[config.mk]
export PLATFORM = sky130hd
export DESIGN_NAME = renard_stream_deframer_top
export DESIGN_NICKNAME = d
export VERILOG_FILES = /design/src/rtl/rsd_pkg.sv /design/src/rtl/rsd_ctrl.sv /design/src/rtl/rsd_datapath.sv /design/src/rtl/renard_stream_deframer_top.sv
export SDC_FILE = /design/constraint.sdc
export NUM_CORES = 1
export LEC_CHECK = 0
export BUFFER_PORTS_ARGS = -buffer_cell sky130_fd_sc_hd__buf_2
export CAP_MARGIN = 40
export CORE_ASPECT_RATIO = 1.75
export CORE_MARGIN = 5
export CORE_UTILIZATION = 45
export DETAILED_ROUTE_END_ITERATION = 7
export PLACE_DENSITY = 0.75
export SLEW_MARGIN = 10
export SYNTH_ARGS = -nofsm -noshare
export SYNTH_HDL_FRONTEND = slang
export SYNTH_SLANG_ARGS = --single-unit
export TNS_END_PERCENT = 30
[constraint.sdc]
create_clock -name aclk -period 2.8 [get_ports aclk]
set_clock_uncertainty 0.1 [all_clocks]
set_input_delay 0 -clock aclk [delete_from_list [all_inputs] [get_ports aclk]]
set_output_delay 0 -clock aclk [all_outputs]
set_load 0.02 [all_outputs]
[src/rtl/rsd_pkg.sv]
// Shared types and constants for the Renard stream deframer.
package rsd_pkg;

    localparam int SLOT_W = 5;
    localparam int BYTE_W = 8;

    localparam logic [BYTE_W-1:0] PAD_BYTE  = 8'h7D;
    localparam logic [BYTE_W-1:0] SYNC_BYTE = 8'h7E;
    localparam logic [BYTE_W-1:0] ESC_BYTE  = 8'h7F;
    localparam logic [BYTE_W-1:0] ZERO_BYTE = 8'h00;

    localparam logic [BYTE_W-1:0] ESC_CODE_PAD  = 8'h2F;
    localparam logic [BYTE_W-1:0] ESC_CODE_SYNC = 8'h30;
    localparam logic [BYTE_W-1:0] ESC_CODE_ESC  = 8'h31;

    typedef enum logic [1:0] {
        MODE_IDLE = 2'd0,
        MODE_SYNC = 2'd1,
        MODE_ESC  = 2'd2
    } mode_t;

    typedef enum logic {
        ST_RUN = 1'b0,
        ST_PAD = 1'b1
    } state_t;

    typedef struct packed {
        logic take;
        logic pad;
    } rsd_cmd_t;

    typedef struct packed {
        logic is_sync;
        logic fill_zero;
        logic pad_last;
        logic out_free;
    } rsd_status_t;

endpackage

[src/rtl/rsd_ctrl.sv]
// Controller state machine: input handshake and zero-padding sequence.
module rsd_ctrl
    import rsd_pkg::*;
(
    input  logic        aclk,
    input  logic        aresetn,
    input  logic        s_valid,
    output logic        s_ready,
    input  rsd_status_t status,
    output rsd_cmd_t    cmd
);

    state_t state_reg;
    state_t state_next;

    always_ff @(posedge aclk) begin
        if (!aresetn) begin
            state_reg <= ST_RUN;
        end else begin
            state_reg <= state_next;
        end
    end

    always_comb begin
        state_next = state_reg;
        unique case (state_reg)
            ST_RUN: begin
                if (s_valid && status.out_free && status.is_sync && !status.fill_zero) begin
                    state_next = ST_PAD;
                end
            end
            ST_PAD: begin
                if (status.out_free && status.pad_last) begin
                    state_next = ST_RUN;
                end
            end
            default: state_next = ST_RUN;
        endcase
    end

    always_comb begin
        s_ready  = 1'b0;
        cmd.take = 1'b0;
        cmd.pad  = 1'b0;
        unique case (state_reg)
            ST_RUN: begin
                s_ready  = status.out_free;
                cmd.take = s_valid && status.out_free;
            end
            ST_PAD: begin
                cmd.pad = status.out_free;
            end
            default: begin
                s_ready = 1'b0;
            end
        endcase
    end

endmodule

[src/rtl/rsd_datapath.sv]
// Datapath: byte decoding, frame counters and the output register.
module rsd_datapath
    import rsd_pkg::*;
#(
    parameter int FRAME_BYTES = 30
) (
    input  logic              aclk,
    input  logic              aresetn,
    input  logic [BYTE_W-1:0] rx_byte,
    input  rsd_cmd_t          cmd,
    output rsd_status_t       status,
    output logic              m_valid,
    input  logic              m_ready,
    output logic [BYTE_W-1:0] m_channel_byte,
    output logic [SLOT_W-1:0] m_slot_index,
    output logic [BYTE_W-1:0] m_frame_number,
    output logic              m_frame_last
);

    localparam logic [SLOT_W-1:0] LAST_SLOT = SLOT_W'(FRAME_BYTES - 1);

    mode_t             mode_reg;
    mode_t             mode_next;
    logic [SLOT_W-1:0] fill_reg;
    logic [SLOT_W-1:0] fill_next;
    logic [BYTE_W-1:0] frame_reg;
    logic [BYTE_W-1:0] frame_next;
    logic              out_valid_reg;
    logic              out_valid_next;
    logic [BYTE_W-1:0] out_byte_reg;
    logic [BYTE_W-1:0] out_byte_next;
    logic [SLOT_W-1:0] out_slot_reg;
    logic [SLOT_W-1:0] out_slot_next;
    logic [BYTE_W-1:0] out_frame_reg;
    logic [BYTE_W-1:0] out_frame_next;
    logic              out_last_reg;
    logic              out_last_next;

    logic              is_pad;
    logic              is_sync;
    logic              is_esc;
    logic              is_addr;
    logic              emits;
    logic              fill_last;
    logic              load;
    logic [BYTE_W-1:0] dec_byte;

    assign is_pad    = (rx_byte == PAD_BYTE);
    assign is_sync   = (rx_byte == SYNC_BYTE);
    assign is_esc    = (rx_byte == ESC_BYTE);
    assign is_addr   = !is_pad && !is_sync && !is_esc && (mode_reg == MODE_SYNC);
    assign emits     = !is_pad && !is_sync && !is_esc && (mode_reg != MODE_SYNC);
    assign fill_last = (fill_reg == LAST_SLOT);
    assign load      = (cmd.take && emits) || cmd.pad;

    always_comb begin
        dec_byte = rx_byte;
        if (mode_reg == MODE_ESC) begin
            case (rx_byte)
                ESC_CODE_PAD:  dec_byte = PAD_BYTE;
                ESC_CODE_SYNC: dec_byte = SYNC_BYTE;
                ESC_CODE_ESC:  dec_byte = ESC_BYTE;
                default:       dec_byte = rx_byte;
            endcase
        end
    end

    always_comb begin
        mode_next      = mode_reg;
        fill_next      = fill_reg;
        frame_next     = frame_reg;
        out_byte_next  = out_byte_reg;
        out_slot_next  = out_slot_reg;
        out_frame_next = out_frame_reg;
        out_last_next  = out_last_reg;
        out_valid_next = out_valid_reg && !m_ready;

        if (cmd.take && !is_pad) begin
            if (is_sync) begin
                mode_next = MODE_SYNC;
            end else if (is_esc) begin
                mode_next = MODE_ESC;
            end else begin
                mode_next = MODE_IDLE;
            end
        end

        if (cmd.take && is_addr) begin
            frame_next = '0;
        end

        if (load) begin
            out_valid_next = 1'b1;
            out_byte_next  = cmd.pad ? ZERO_BYTE : dec_byte;
            out_slot_next  = fill_reg;
            out_frame_next = frame_reg;
            out_last_next  = fill_last;
            if (fill_last) begin
                fill_next  = '0;
                frame_next = frame_reg + 8'd1;
            end else begin
                fill_next = fill_reg + 5'd1;
            end
        end
    end

    always_ff @(posedge aclk) begin
        if (!aresetn) begin
            mode_reg      <= MODE_IDLE;
            fill_reg      <= '0;
            frame_reg     <= '0;
            out_valid_reg <= 1'b0;
        end else begin
            mode_reg      <= mode_next;
            fill_reg      <= fill_next;
            frame_reg     <= frame_next;
            out_valid_reg <= out_valid_next;
        end
    end

    always_ff @(posedge aclk) begin
        out_byte_reg  <= out_byte_next;
        out_slot_reg  <= out_slot_next;
        out_frame_reg <= out_frame_next;
        out_last_reg  <= out_last_next;
    end

    assign status.is_sync   = is_sync;
    assign status.fill_zero = (fill_reg == '0);
    assign status.pad_last  = fill_last;
    assign status.out_free  = !out_valid_reg || m_ready;

    assign m_valid        = out_valid_reg;
    assign m_channel_byte = out_byte_reg;
    assign m_slot_index   = out_slot_reg;
    assign m_frame_number = out_frame_reg;
    assign m_frame_last   = out_last_reg;

endmodule

[src/rtl/renard_stream_deframer_top.sv]
// A channel byte appears on the result port in the cycle after its item is accepted.
// Throughput: one input item per cycle while the result side keeps up.
// A sync byte that closes a part-filled frame stalls the input until the remaining slots are
// filled; the pad sequencer emits zero bytes, one per cycle while the result side keeps up.
// Reset is synchronous and active low; it clears the parse mode, both counters and m_valid.
module renard_stream_deframer_top
    import rsd_pkg::*;
#(
    parameter int FRAME_BYTES = 30
) (
    input  logic              aclk,
    input  logic              aresetn,
    input  logic              s_valid,
    output logic              s_ready,
    input  logic [BYTE_W-1:0] s_rx_byte,
    output logic              m_valid,
    input  logic              m_ready,
    output logic [BYTE_W-1:0] m_channel_byte,
    output logic [SLOT_W-1:0] m_slot_index,
    output logic [BYTE_W-1:0] m_frame_number,
    output logic              m_frame_last
);

    rsd_cmd_t    cmd;
    rsd_status_t status;

    rsd_ctrl u_ctrl (
        .aclk    (aclk),
        .aresetn (aresetn),
        .s_valid (s_valid),
        .s_ready (s_ready),
        .status  (status),
        .cmd     (cmd)
    );

    rsd_datapath #(
        .FRAME_BYTES (FRAME_BYTES)
    ) u_datapath (
        .aclk           (aclk),
        .aresetn        (aresetn),
        .rx_byte        (s_rx_byte),
        .cmd            (cmd),
        .status         (status),
        .m_valid        (m_valid),
        .m_ready        (m_ready),
        .m_channel_byte (m_channel_byte),
        .m_slot_index   (m_slot_index),
        .m_frame_number (m_frame_number),
        .m_frame_last   (m_frame_last)
    );

`ifndef NO_ASSERTIONS
    a_sync_stalls_input: assert property (@(posedge aclk) disable iff (!aresetn)
        (s_valid && s_ready && s_rx_byte == SYNC_BYTE && !status.fill_zero) |=> !s_ready)
        else $error("input not stalled while a frame is padded");

    a_pad_is_zero: assert property (@(posedge aclk) disable iff (!aresetn)
        cmd.pad |=> (m_valid && m_channel_byte == ZERO_BYTE))
        else $error("pad item is not a zero byte");

    a_last_slot: assert property (@(posedge aclk) disable iff (!aresetn)
        (m_valid && m_frame_last) |-> (m_slot_index == SLOT_W'(FRAME_BYTES - 1)))
        else $error("frame closed at the wrong slot");

    a_slot_range: assert property (@(posedge aclk) disable iff (!aresetn)
        (m_valid && !m_frame_last) |-> (m_slot_index < SLOT_W'(FRAME_BYTES - 1)))
        else $error("slot index beyond the frame");
`endif

endmodule
==> run_results.csv <==
group,metric,value,unit
outcome,outcome,"complete, no violations",
timing,rsz0062_at_grt,"false",
power,power_switching,262,uW
critical_path,cp_slowest_stage_delay,0.54,ns
critical_path,cp-end-kind,"flop",
timing,post-route-period-util,73.6,%
logic_synthesis,ys_ff_latch,39,
clock_tree,cts_setup_buffers,0,
logic_synthesis,synth_area,0.00175,mm2
timing,hold_viol,0,
logic_synthesis,synth.most_common_cell,"edfxtp_1",
job,maxCapViolations,0,
timing,clock.fmax,485,MHz
timing,maxSlewHeadroom,59.0,%
clock_tree,clk-insertion-delay-late,0.28,ns
floorplanning,rows,30,
global_route,grt_pass1_vias,1379,
finish,diodes,0,
placed_design,place_hpwl,2470,um
power,peakVddDrop,0.000361,V
timing,worst_pin_slew,0.614,ns
power,clkPwrFrac,31.8,%
power,p_seq_share,57.3,%
logic_synthesis,syn_nets,174,
detailed_routing,vias,1379,
logic_synthesis,yosys.cell_types.count,38,
logic_synthesis,synth_common_cells,"edfxtp_1 (22), dfxtp_1 (17), a21oi_1 (12), nand3_1 (12), nand2_1 (11)",
critical_path,path_cells,"dlygate4sd3_1 > buf_2 > and4_4 > o211ai_4 > a31oi_4 > inv_2 > nand3_1 > a311oi_1",
detailed_routing,wl_met2,1970,um
floorplanning,die_area,0.00528,mm2
critical_path,critical_path_class,"in -> reg",
power,power_density,516,mW/mm2
finish,synthToLayoutAreaGrowth,22.5,%
floorplanning,die_x,57.1,um
placed_design,place_inst,238,
logic_synthesis,synthArstFlopShare,0,%
detailed_routing,first_pass_iters,4,
global_route,grt_max_degree,33,
finish,stdcell_count,256,
critical_path,cp-start-kind,"input pin",
detailed_routing,vias_per_cell,5.39,
logic_synthesis,syn_avg_cell_area,11.1,um2
floorplanning,die_h,92.5,um
global_route,grt_first_pass_wirelength,6270,um
timing,setup-tns-final,0,ns
logic_synthesis,yosys.area.top_type_share,37.8,%
timing,finalSetupViolCount,0,
detailed_routing,wl,3580,um
logic_synthesis,synth_edf_count,22,
clock_tree,clock-sinks,39,
hold_path,holdCritPathClass,"in -> reg",
clock_tree,clockBufferDepth,2,
detailed_routing,drtIter0Drc,37,
clock_tree,cts-root-buf,"clkbuf_8",
timing,slew_viol_final,0,
placed_design,gp_congestion,0.865,
critical_path,slowest_stage,"dlygate4sd3_1",
detailed_routing,drc,0,
power,combPwrFrac,10.9,%
logic_synthesis,synth_ff_type,"edfxtp_1",
logic_synthesis,yosysSeqAreaShare,57.2,%
critical_path,crit_fanout,32,
detailed_routing,wl_met1,1380,um
floorplanning,initial_utilization,45.7,%
power,power,1.11,mW
logic_synthesis,yosys.area.top_type,"edfxtp_1",
clock_tree,cts_buffers,5,
clock_tree,clk_transition_reported_paths,0.08,ns
detailed_routing,met3_length,142,um
logic_synthesis,yosys-top-cells-area,"edfxtp_1 (38%), dfxtp_1 (19%), a21oi_1 (3.4%)",
clock_tree,htreeDepth,2,
floorplanning,ios,36,
global_route,antenna_found_initial,0,
finish,drive_above_1_share,24.5,%
timing,period_needed,2.06,ns
power,switching_share,23.7,%
placed_design,port_buffers,35,
detailed_routing,detail_route.wl_per_cell,14.0,um
critical_path,crit_arrival,2.16,ns
floorplanning,core_area,0.00383,mm2
critical_path,required,2.90,ns
detailed_routing,top_layer,"met4",
global_route,grt_overflow_total,0,
finish,n_fill_cell,359,
logic_synthesis,syn_inst,158,
power,p_int,843,uW
finish,nets,223,
global_route,grt_usage,15.2,%
clock_tree,cts-resized-gates,0,
detailed_routing,ant_nets,0,
power,p_leak,0.825,nW
clock_tree,cts_tree,"built",
logic_synthesis,synth_warnings,0,
[final cells by class]
class,count,area (um2),share of cell area (%)
clock buffer,6,72.6,3.39
clock inverter,2,8.76,0.409
inverter,6,22.5,1.05
multi-input combinational,109,696,32.5
sequential,39,1000,46.7
tap,48,60.1,2.80
timing repair buffer,46,283,13.2
[layer usage]
layer | vias up | GRT usage [%]
met2 | 35 | 26.5
li1 | 681 | -
met3 | 8 | 3.35
met5 | - | 0
met1 | 655 | 16.6
met4 | 0 | 8.12
[metrics by stage]
stage	instance area (um2)	hold slack [ns]	setup slack, ns	utilization (%)
final	2140	0.0328	0.740	56.0
after global routing	2140	0.0863	0.541	56.0
after CTS	2140	0.00960	0.769	56.0
after detailed placement	1960	0.169	0.806	51.2
after global placement	1960	0.169	0.869	51.2
after floorplan	1750	0.0387	1.10	-
[critical path, delay by kind of cell]
kind | cells | cell delay, ns
buf+inv | 3 | 1.20
simple gates | 2 | 0.35
compound gates | 3 | 0.59
[power by group through the flow]
stage	sequential (mW)	clock (mW)	combinational [mW]
after CTS	0.634	0.365	0.121
after detailed placement	0.647	0	0.109
after global routing	0.636	0.392	0.132
final	0.634	0.351	0.120
after floorplan	0.669	0	0.0508
after global placement	0.647	0	0.108
[worst paths after layout]
path / slack [ns] / from / cells past startpoint / to
hold reg to reg: 0.36 / u_datapath.frame_reg[7] / 0 / u_datapath.m_frame_number[7]
setup reg to reg: 0.80 / u_datapath.m_valid / 6 / u_datapath.frame_reg[5]
setup / recovery: 0.74 / s_rx_byte[4] / 8 / u_datapath.frame_reg[5]
hold / removal: 0.03 / s_rx_byte[1] / 3 / u_datapath.mode_reg[1]
[logic make-up (layout without fill, tap and decap cells)]
family,Yosys count,count (layout),share of synthesized area (%)
AND/OR/NAND/NOR,62,62,20.2
AO/OA/AOI/OAI,41,41,15.5
flip-flops,39,39,57.2
buffers and inverters,10,60,3.00
adder cells (fa/ha/maj),4,4,2.86
multiplexers,2,2,1.14
[cells in the final DEF (no fill, tap or decap), types with 2 or more instances in the layout]
cell type	Yosys	routed
dlygate4sd3_1	0	10
dfxtp_1	17	17
a31oi_1	4	4
inv_1	4	4
inv_2	2	2
nand4_1	3	3
buf_2	0	35
ha_1	4	4
o21ai_1	5	5
nand3_1	12	12
nor4b_1	2	2
o21a_1	6	6
nand2b_1	4	4
and2_1	4	4
or3_1	3	3
nand2_1	11	11
nor3_1	4	4
a21boi_1	2	2
clkbuf_8	0	5
a21oi_1	12	12
mux2i_1	2	2
o21ai_0	7	7
nor2_1	9	9
edfxtp_1	22	22
[what timing repair did]
item,CTS,global route
hold endpoints to repair,12,0
endpoints found under the setup margin,0,0
hold buffers,10,0
Power figures use the tool's default switching activity.
